[config.mk]
export PLATFORM = sky130hd
export DESIGN_NAME = spo2_alarm_tone_controller_core
export DESIGN_NICKNAME = d
export VERILOG_FILES = /design/src/sv/spo2at_pkg.sv /design/src/sv/spo2at_tick_logic.sv /design/src/sv/spo2_alarm_tone_controller_core.sv
export SDC_FILE = /design/constraint.sdc
export NUM_CORES = 1
export LEC_CHECK = 0
export BUFFER_PORTS_ARGS = -buffer_cell sky130_fd_sc_hd__buf_2
export CAP_MARGIN = 0
export CELL_PAD_IN_SITES_DETAIL_PLACEMENT = 0
export CELL_PAD_IN_SITES_GLOBAL_PLACEMENT = 1
export CORE_MARGIN = 2
export CORE_UTILIZATION = 30
export DETAILED_ROUTE_END_ITERATION = 6
export HOLD_SLACK_MARGIN = 0.06
export PLACE_DENSITY = 0.62
export SYNTH_ARGS = -nofsm -noshare
export SYNTH_HDL_FRONTEND = slang
export SYNTH_SLANG_ARGS = --single-unit
export TNS_END_PERCENT = 50
[constraint.sdc]
create_clock -name clock -period 10.51 [get_ports clock]
set_input_delay 0.5255 -clock clock [delete_from_list [all_inputs] [get_ports clock]]
set_output_delay 0.5255 -clock clock [all_outputs]
set_load 0.05 [all_outputs]
[src/sv/spo2at_pkg.sv]
// ----------------------------------------------------------------------------
// spo2at_pkg
// Shared types and constants of the SpO2 alarm tone controller: mode codes,
// register indexes, reset values, melody table and the state bundles.
// ----------------------------------------------------------------------------
package spo2at_pkg;

   typedef enum logic [1:0] {
      MODE_NORMAL  = 2'd0,
      MODE_ALARM   = 2'd1,
      MODE_PERSIST = 2'd2,
      MODE_ERROR   = 2'd3
   } mode_type;

   localparam int unsigned CSR_INDEX_W = 4;
   localparam int unsigned CSR_DATA_W  = 16;

   typedef enum logic [CSR_INDEX_W-1:0] {
      CSR_RAW_LOW_LIMIT       = 4'd0,
      CSR_RAW_HIGH_LIMIT      = 4'd1,
      CSR_ALARM_RAW_THRESHOLD = 4'd2,
      CSR_PERSIST_TIME_MS     = 4'd3,
      CSR_ERROR_INTERVAL_MS   = 4'd4,
      CSR_PERSIST_TONE_HZ     = 4'd5,
      CSR_ERROR_TONE_HZ       = 4'd6,
      CSR_MELODY_TONE_HZ      = 4'd7
   } csr_index_type;

   localparam logic [11:0] RAW_LOW_LIMIT_RST       = 12'd50;
   localparam logic [11:0] RAW_HIGH_LIMIT_RST      = 12'd4000;
   localparam logic [11:0] ALARM_RAW_THRESHOLD_RST = 12'd2730;
   localparam logic [15:0] PERSIST_TIME_MS_RST     = 16'd30000;
   localparam logic [9:0]  ERROR_INTERVAL_MS_RST   = 10'd300;
   localparam logic [15:0] PERSIST_TONE_HZ_RST     = 16'd2000;
   localparam logic [15:0] ERROR_TONE_HZ_RST       = 16'd600;
   localparam logic [15:0] MELODY_TONE_HZ_RST      = 16'd1319;

   localparam logic [9:0]  SATURATION_RST = 10'd980;
   localparam logic [9:0]  SATURATION_BASE = 10'd700;
   localparam logic [8:0]  SATURATION_SPAN = 9'd300;
   localparam logic [12:0] RAW_FULL_SCALE  = 13'd4095;

   localparam logic [3:0] MELODY_LAST = 4'd9;
   localparam logic [6:0] TONE_TICKS  = 7'd125;

   typedef struct packed {
      logic [11:0] raw_low_limit;
      logic [11:0] raw_high_limit;
      logic [11:0] alarm_raw_threshold;
      logic [15:0] persist_time_ms;
      logic [9:0]  error_interval_ms;
      logic [15:0] persist_tone_hz;
      logic [15:0] error_tone_hz;
      logic [15:0] melody_tone_hz;
   } config_type;

   typedef struct packed {
      mode_type    mode;
      logic [15:0] alarm_elapsed;
      logic [3:0]  note_index;
      logic [8:0]  note_elapsed;
      logic [6:0]  note_remaining;
      logic [9:0]  error_elapsed;
      logic        beep_phase;
      logic [9:0]  saturation_value;
   } state_type;

   typedef struct packed {
      mode_type    alarm_mode;
      logic        tone_on;
      logic [15:0] tone_hz;
      logic [9:0]  spo2_tenths;
   } result_type;

   // wait before a melody step starts, the long rest closes the phrase
   function automatic logic [8:0] step_wait(input logic [3:0] idx);
      logic [8:0] w;
      w = (idx == MELODY_LAST) ? 9'd325 : 9'd163;
      return w;
   endfunction

   function automatic logic step_sounds(input logic [3:0] idx);
      logic s;
      case (idx)
         4'd0, 4'd1, 4'd3, 4'd4, 4'd6, 4'd7: s = 1'b1;
         default: s = 1'b0;
      endcase
      return s;
   endfunction

endpackage

[src/sv/spo2at_tick_logic.sv]
// ----------------------------------------------------------------------------
// spo2at_tick_logic
// Next state and result for one millisecond tick: timers, sample handling,
// persistence timeout, melody sequencer and error beep.
// ----------------------------------------------------------------------------
module spo2at_tick_logic (
   input  spo2at_pkg::config_type cfg,
   input  spo2at_pkg::state_type  cur,
   input  logic                   sample_present,
   input  logic [11:0]            raw_sample,
   output spo2at_pkg::state_type  nxt,
   output spo2at_pkg::result_type res
);
   import spo2at_pkg::*;

   logic [15:0] alarm_el_inc;
   logic [8:0]  note_el_inc;
   logic [9:0]  error_el_inc;
   logic        raw_bad;
   logic [20:0] prod;
   logic [8:0]  quot_est;
   logic [12:0] rem_est;
   logic [8:0]  quot;
   mode_type    mode_base;
   mode_type    mode_smp;
   mode_type    mode_fin;
   logic        changed;
   logic [15:0] alarm_el;
   logic [6:0]  note_rem;
   logic        beep;
   logic [3:0]  idx;
   logic [8:0]  note_el;
   logic [3:0]  note_idx;
   logic [9:0]  error_el;
   logic        tone_on;
   logic [15:0] tone_hz;

   // raw*300/4095: estimate by /4096, remainder stays below twice the divisor
   assign prod     = 21'(raw_sample) * 21'(SATURATION_SPAN);
   assign quot_est = prod[20:12];
   assign rem_est  = {1'b0, prod[11:0]} + {4'b0, quot_est};
   assign quot     = quot_est + ((rem_est >= RAW_FULL_SCALE) ? 9'd1 : 9'd0);

   assign alarm_el_inc = (cur.alarm_elapsed == '1) ? cur.alarm_elapsed
                                                    : cur.alarm_elapsed + 16'd1;
   assign note_el_inc  = (cur.note_elapsed == '1) ? cur.note_elapsed
                                                   : cur.note_elapsed + 9'd1;
   assign error_el_inc = (cur.error_elapsed == '1) ? cur.error_elapsed
                                                    : cur.error_elapsed + 10'd1;

   assign raw_bad = (raw_sample < cfg.raw_low_limit) || (raw_sample > cfg.raw_high_limit);

   always_comb begin
      mode_base = (cur.mode == MODE_ERROR) ? MODE_NORMAL : cur.mode;
      mode_smp  = cur.mode;
      if (sample_present) begin
         if (raw_bad) begin
            mode_smp = MODE_ERROR;
         end else if (raw_sample < cfg.alarm_raw_threshold) begin
            mode_smp = (mode_base == MODE_NORMAL) ? MODE_ALARM : mode_base;
         end else begin
            mode_smp = MODE_NORMAL;
         end
      end

      // entering alarm restarts the persistence timer
      alarm_el = (mode_smp == MODE_ALARM && cur.mode != MODE_ALARM) ? 16'd0 : alarm_el_inc;

      mode_fin = mode_smp;
      if (mode_smp == MODE_ALARM && alarm_el >= cfg.persist_time_ms) begin
         mode_fin = MODE_PERSIST;
      end

      changed  = (mode_smp != cur.mode) || (mode_fin != mode_smp);
      note_rem = changed ? 7'd0 : cur.note_remaining;
      beep     = changed ? 1'b0 : cur.beep_phase;

      idx      = (cur.note_index > MELODY_LAST) ? 4'd0 : cur.note_index;
      note_el  = note_el_inc;
      note_idx = cur.note_index;
      error_el = error_el_inc;
      tone_on  = 1'b0;
      tone_hz  = 16'd0;

      case (mode_fin)
         MODE_ALARM: begin
            if (note_el_inc >= step_wait(idx)) begin
               note_el  = 9'd0;
               note_rem = step_sounds(idx) ? TONE_TICKS : 7'd0;
               note_idx = (idx == MELODY_LAST) ? 4'd0 : idx + 4'd1;
            end
            if (note_rem != 7'd0) begin
               tone_on = 1'b1;
               tone_hz = cfg.melody_tone_hz;
            end
         end
         MODE_PERSIST: begin
            tone_on = 1'b1;
            tone_hz = cfg.persist_tone_hz;
         end
         MODE_ERROR: begin
            if (error_el_inc >= cfg.error_interval_ms) begin
               error_el = 10'd0;
               beep     = ~beep;
            end
            if (beep) begin
               tone_on = 1'b1;
               tone_hz = cfg.error_tone_hz;
            end
         end
         default: begin
         end
      endcase

      nxt.mode             = mode_fin;
      nxt.alarm_elapsed    = alarm_el;
      nxt.note_index       = note_idx;
      nxt.note_elapsed     = note_el;
      nxt.note_remaining   = (note_rem != 7'd0) ? note_rem - 7'd1 : 7'd0;
      nxt.error_elapsed    = error_el;
      nxt.beep_phase       = beep;
      nxt.saturation_value = (sample_present && !raw_bad) ? SATURATION_BASE + 10'(quot)
                                                          : cur.saturation_value;

      res.alarm_mode  = mode_fin;
      res.tone_on     = tone_on;
      res.tone_hz     = tone_hz;
      res.spo2_tenths = nxt.saturation_value;
   end

endmodule

[src/sv/spo2_alarm_tone_controller_core.sv]
// ----------------------------------------------------------------------------
// spo2_alarm_tone_controller_core
// SpO2 alarm tone controller, one patient channel, with register port.
// ----------------------------------------------------------------------------
// Each request is one millisecond tick, optionally carrying a raw oximeter
// sample, and gives exactly one response (mode, buzzer on/off, buzzer
// frequency, last saturation in tenths). A request is taken every clock
// cycle while req_stall is low; its response is registered and appears
// on the cycle after acceptance. The state update loop (mode, timers,
// melody position) is combinational and is registered per accepted tick.
// The response register holds a result while rsp_stall is high, and
// req_stall is raised only when that register is full and stalled.
// Register writes are always accepted and should be made while idle.
module spo2_alarm_tone_controller_core (
   input  logic                              clock,
   input  logic                              reset,
   input  logic                              req_valid,
   output logic                              req_stall,
   input  logic                              req_sample_present,
   input  logic [11:0]                       req_raw_sample,
   output logic                              rsp_valid,
   input  logic                              rsp_stall,
   output logic [1:0]                        rsp_alarm_mode,
   output logic                              rsp_tone_on,
   output logic [15:0]                       rsp_tone_hz,
   output logic [9:0]                        rsp_spo2_tenths,
   input  logic                              csr_valid,
   output logic                              csr_ready,
   input  logic [spo2at_pkg::CSR_INDEX_W-1:0] csr_index,
   input  logic [spo2at_pkg::CSR_DATA_W-1:0]  csr_wdata
);
   import spo2at_pkg::*;

   config_type cfg_ff;
   state_type  state_ff;
   state_type  state_in;
   result_type res_in;
   result_type res_ff;
   logic       rsp_valid_ff;
   logic       req_take;

   assign req_stall = rsp_valid_ff & rsp_stall;
   assign req_take  = req_valid & ~req_stall;
   assign csr_ready = 1'b1;

   spo2at_tick_logic u_tick (
      .cfg            (cfg_ff),
      .cur            (state_ff),
      .sample_present (req_sample_present),
      .raw_sample     (req_raw_sample),
      .nxt            (state_in),
      .res            (res_in)
   );

   always_ff @(posedge clock) begin
      if (reset) begin
         cfg_ff.raw_low_limit       <= RAW_LOW_LIMIT_RST;
         cfg_ff.raw_high_limit      <= RAW_HIGH_LIMIT_RST;
         cfg_ff.alarm_raw_threshold <= ALARM_RAW_THRESHOLD_RST;
         cfg_ff.persist_time_ms     <= PERSIST_TIME_MS_RST;
         cfg_ff.error_interval_ms   <= ERROR_INTERVAL_MS_RST;
         cfg_ff.persist_tone_hz     <= PERSIST_TONE_HZ_RST;
         cfg_ff.error_tone_hz       <= ERROR_TONE_HZ_RST;
         cfg_ff.melody_tone_hz      <= MELODY_TONE_HZ_RST;
      end else if (csr_valid && csr_ready) begin
         case (csr_index)
            CSR_RAW_LOW_LIMIT:       cfg_ff.raw_low_limit       <= csr_wdata[11:0];
            CSR_RAW_HIGH_LIMIT:      cfg_ff.raw_high_limit      <= csr_wdata[11:0];
            CSR_ALARM_RAW_THRESHOLD: cfg_ff.alarm_raw_threshold <= csr_wdata[11:0];
            CSR_PERSIST_TIME_MS:     cfg_ff.persist_time_ms     <= csr_wdata;
            CSR_ERROR_INTERVAL_MS:   cfg_ff.error_interval_ms   <= csr_wdata[9:0];
            CSR_PERSIST_TONE_HZ:     cfg_ff.persist_tone_hz     <= csr_wdata;
            CSR_ERROR_TONE_HZ:       cfg_ff.error_tone_hz       <= csr_wdata;
            CSR_MELODY_TONE_HZ:      cfg_ff.melody_tone_hz      <= csr_wdata;
            default: begin
            end
         endcase
      end
   end

   always_ff @(posedge clock) begin
      if (reset) begin
         state_ff.mode             <= MODE_NORMAL;
         state_ff.alarm_elapsed    <= '0;
         state_ff.note_index       <= '0;
         state_ff.note_elapsed     <= '0;
         state_ff.note_remaining   <= '0;
         state_ff.error_elapsed    <= '0;
         state_ff.beep_phase       <= 1'b0;
         state_ff.saturation_value <= SATURATION_RST;
      end else if (req_take) begin
         state_ff <= state_in;
      end
   end

   always_ff @(posedge clock) begin
      if (reset) begin
         rsp_valid_ff <= 1'b0;
      end else if (req_take) begin
         rsp_valid_ff <= 1'b1;
      end else if (!rsp_stall) begin
         rsp_valid_ff <= 1'b0;
      end
   end

   // response payload, no reset needed
   always_ff @(posedge clock) begin
      if (req_take) begin
         res_ff <= res_in;
      end
   end

   assign rsp_valid       = rsp_valid_ff;
   assign rsp_alarm_mode  = res_ff.alarm_mode;
   assign rsp_tone_on     = res_ff.tone_on;
   assign rsp_tone_hz     = res_ff.tone_hz;
   assign rsp_spo2_tenths = res_ff.spo2_tenths;

endmodule
==> metrics <==
floorplan row count 75; number of pins with negative max-slew slack in the final report 0; largest net degree at the start of global routing 76; Core Footprint approximately 42000 um^2; first-iteration detailed-routing DRC count 580; post-synthesis net count 1764; post-route minimum period 8.24 ns; compound-gate portion of the synthesized area a little over 20%; insertion delay of the later-clocked pin in the worst-skew pair 0.46 ns; initial core utilization 30.6%; count of final setup violators 0; ratio of routed vias to standard cells 5.05; worst IR drop on VDD 0.000110 V; nets 1782; number of distinct standard cells referenced by the synthesized netlist 85; critical path fanouts, max 11; Clock Root Buffer clkbuf_16; vias in the first global route 10600; capture point of the worst reg-to-reg path state_ff[25]; area share of xor/xnor cells in the synthesized design roughly 3.4%; Worst Hold Depth 3; Reg clk slew, reported paths 0.07 ns; number of optimization iterations in the first detailed-route pass 5; port buffer count 68; wire per inst 16.3 um; mux contribution to synthesized area about 1.2%; synthesized area between 10000 and 15000 um^2; Final Routed Wirelength 34900 um; Detail Route Antenna Nets 0; setup TNS 0 ns; number of top-level pins 70; type of the most critical hold path primary input to flop; Overflow after GRT 0; dominant combinational cell family by area after synthesis simple AND/OR/NAND/NOR gates; slowest stage delay, CP 0.68 ns; total clock buffers created by CTS 17; largest buffer count on any clock path 2; CTS Hold Bufs 0; buffer count from post-CTS setup fixing 0; Die Ht 211 um; Fill cells 4446; Area Growth Syn to Fin 10.2%; minimum setup slack among reg-to-reg paths 4.38 ns; proportion of register bits with asynchronous set or reset after synthesis 0%; number of warnings issued by yosys 0; final hold violation count 0; run status completed; average cell area after synthesis 8.15 um^2; number of enable-type register cells in the synthesized netlist 29; setup repair after global routing missed its margin no; share of layout cells above drive strength 1 8.81%; launching element type of the critical path primary input; slowest stage cell, crit path xnor2_1; DIE WIDTH 211 um; cell leakage power approximately 6 nW; post-synthesis instance total 1581; DRC violation count after routing 0; Max-cap violations 0; Required @ worst endpoint 10.72 ns; Place WS 1.79 ns; least setup slack across all paths after layout 2.27 ns; number of vias after detailed routing ~11000; Hold Startpoint req_valid; Design Power 2.53 mW; f_max 121 MHz; part of the Yosys area used for sequential elements 33.2%; CTS tree built; count of H-tree levels built during CTS 4; Post-Synth Adder-Cell Area approximately 15%; DIE AREA 44600 um^2; worst-case clock skew about 0.016 ns; power per cell area between 150 and 200 nW/um^2; register bit count reported by yosys 199; Worst EP arrival ~8.5 ns; total half-perimeter wirelength after legalization and detailed placement about 25000 um; antenna diode count 0; placer congestion estimate 0.781; clock sink count 199; Tightest Pin Transition 1.10 ns; combined global-route utilization of all metal layers 16.2%; antenna violations before repair 0; most frequent cell on the critical path ha_1; synthesized-area fraction occupied by and/or/nand/nor cells 20.7%; worst slew margin relative to its limit 26.5%; global-route wire length before repair 57400 um; capturing element type of the critical path flop; origin of the critical flop-to-flop path cfg_ff[95]; count of cells resized by post-cts repair 0; depth of the worst register-to-register path 27; class of the most critical setup path primary input to flop; Core Util, Final 33.7%; dominant synthesized flop cell dfxtp_1; worst min-delay path endpoint rsp_valid; final cycle utilization of the critical path 78.4%
[cell usage in the layout, fill, tap and decap left out, types with 19 or more instances in the layout]
master	netlist	routed
a21o_1	29	29
a21oi_1	159	159
and2_1	20	20
and3_1	19	19
buf_2	6	67
dfxtp_1	170	170
edfxtp_1	29	29
ha_1	130	130
inv_1	119	119
nand2_1	302	301
nand3_1	60	60
nand4_1	25	25
nor2_1	70	69
nor3_1	20	20
o211ai_1	39	39
o21ai_0	37	37
xnor2_1	29	29
xor2_1	19	19
[per-layer routing]
layer	GRT usage, %	vias up	routed length [um]
met4	4.10	0	353
met5	0	-	0
met3	2.35	23	894
met1	22.8	5120	18200
li1	-	5572	-
met2	25.9	138	15500
[registers in the layout, indices dropped and copies added, names as in the netlist]
register,count
rsp_alarm_mode,2
rsp_valid,1
state_ff,59
rsp_tone_hz,16
cfg_ff,110
rsp_spo2_tenths,10
rsp_tone_on,1
[worst max-delay path, delay by kind of cell]
| family | cells | cell delay (ns) |
|---|---|---|
| muxes | 2 | 0.48 |
| adders and majority gates | 7 | 2.65 |
| buffers and inverters | 3 | 0.25 |
| xor gates and xnor gates | 2 | 0.80 |
| AOI/OAI and AO/OA | 13 | 2.74 |
| and+or+nand+nor | 8 | 0.99 |
[metrics by stage]
| step | area (um^2) | instances | hold slack (ns) |
|---|---|---|---|
| finish | 14200 | 2150 | 0.315 |
| global route | 14200 | 2150 | 0.327 |
| CTS | 14200 | 2150 | 0.286 |
| detailed placement | 13700 | 2119 | 0.445 |
| global placement | 13700 | 2119 | 0.437 |
| floorplan | 12900 | 1581 | 0.432 |
[worst max path at each step]
stage / start / endpoint / cells after the start
detailed placement: req_raw_sample[5] / rsp_spo2_tenths[8] / 35
floorplan: req_raw_sample[5] / rsp_spo2_tenths[8] / 34
CTS: req_raw_sample[5] / rsp_spo2_tenths[8] / 35
global placement: req_raw_sample[5] / rsp_spo2_tenths[8] / 34
global route: req_raw_sample[5] / rsp_spo2_tenths[8] / 35
finish: req_raw_sample[5] / rsp_spo2_tenths[8] / 35
[where the power goes]
| group | total (mW) | leakage (nW) | switching [mW] | internal, mW |
|---|---|---|---|---|
| logic | 1.04 | 4.03 | 0.665 | 0.378 |
| registers | 0.846 | 1.66 | 0.0232 | 0.823 |
| clock network | 0.642 | 0.266 | 0.320 | 0.322 |
| total | 2.53 | 5.96 | 1.01 | 1.52 |
[Yosys cell counts, drive strengths merged, types with 25 or more instances]
library cell	count	area share (%)
and2	30	1.5
edfxtp	29	6.8
nand2	303	8.8
nand4	25	1.2
clkbuf	61	1.8
nand3	60	2.3
inv	119	3.5
o211ai	41	2.5
dfxtp	170	26
nor2	70	2.0
a21o	29	1.7
ha	130	13
o21ai	45	1.8
xnor2	29	2.0
a21oi	160	6.2
[cell type report]
type / count / area, um^2 / area share, %
inverters: 120 / 450 / 3.17
well taps: 539 / 674 / 4.75
repair buffers: 77 / 410 / 2.89
clock buffers: 21 / 462 / 3.25
multi-input cells: 1184 / 7840 / 55.2
clock inverters: 10 / 85.1 / 0.599
flip-flops and latches: 199 / 4270 / 30.1
[kinds of logic (layout without fill, tap and decap cells)]
logic type / Yosys count / count (layout)
AO/OA/AOI/OAI: 391 / 391
XOR/XNOR: 49 / 49
adder cells (fa/ha/maj): 146 / 146
buffers and inverters: 198 / 228
flip-flops: 199 / 199
multiplexers: 14 / 14
other: 1 / 1
AND/OR/NAND/NOR: 583 / 583
No activity file was read; power rests on OpenSTA's default activity.
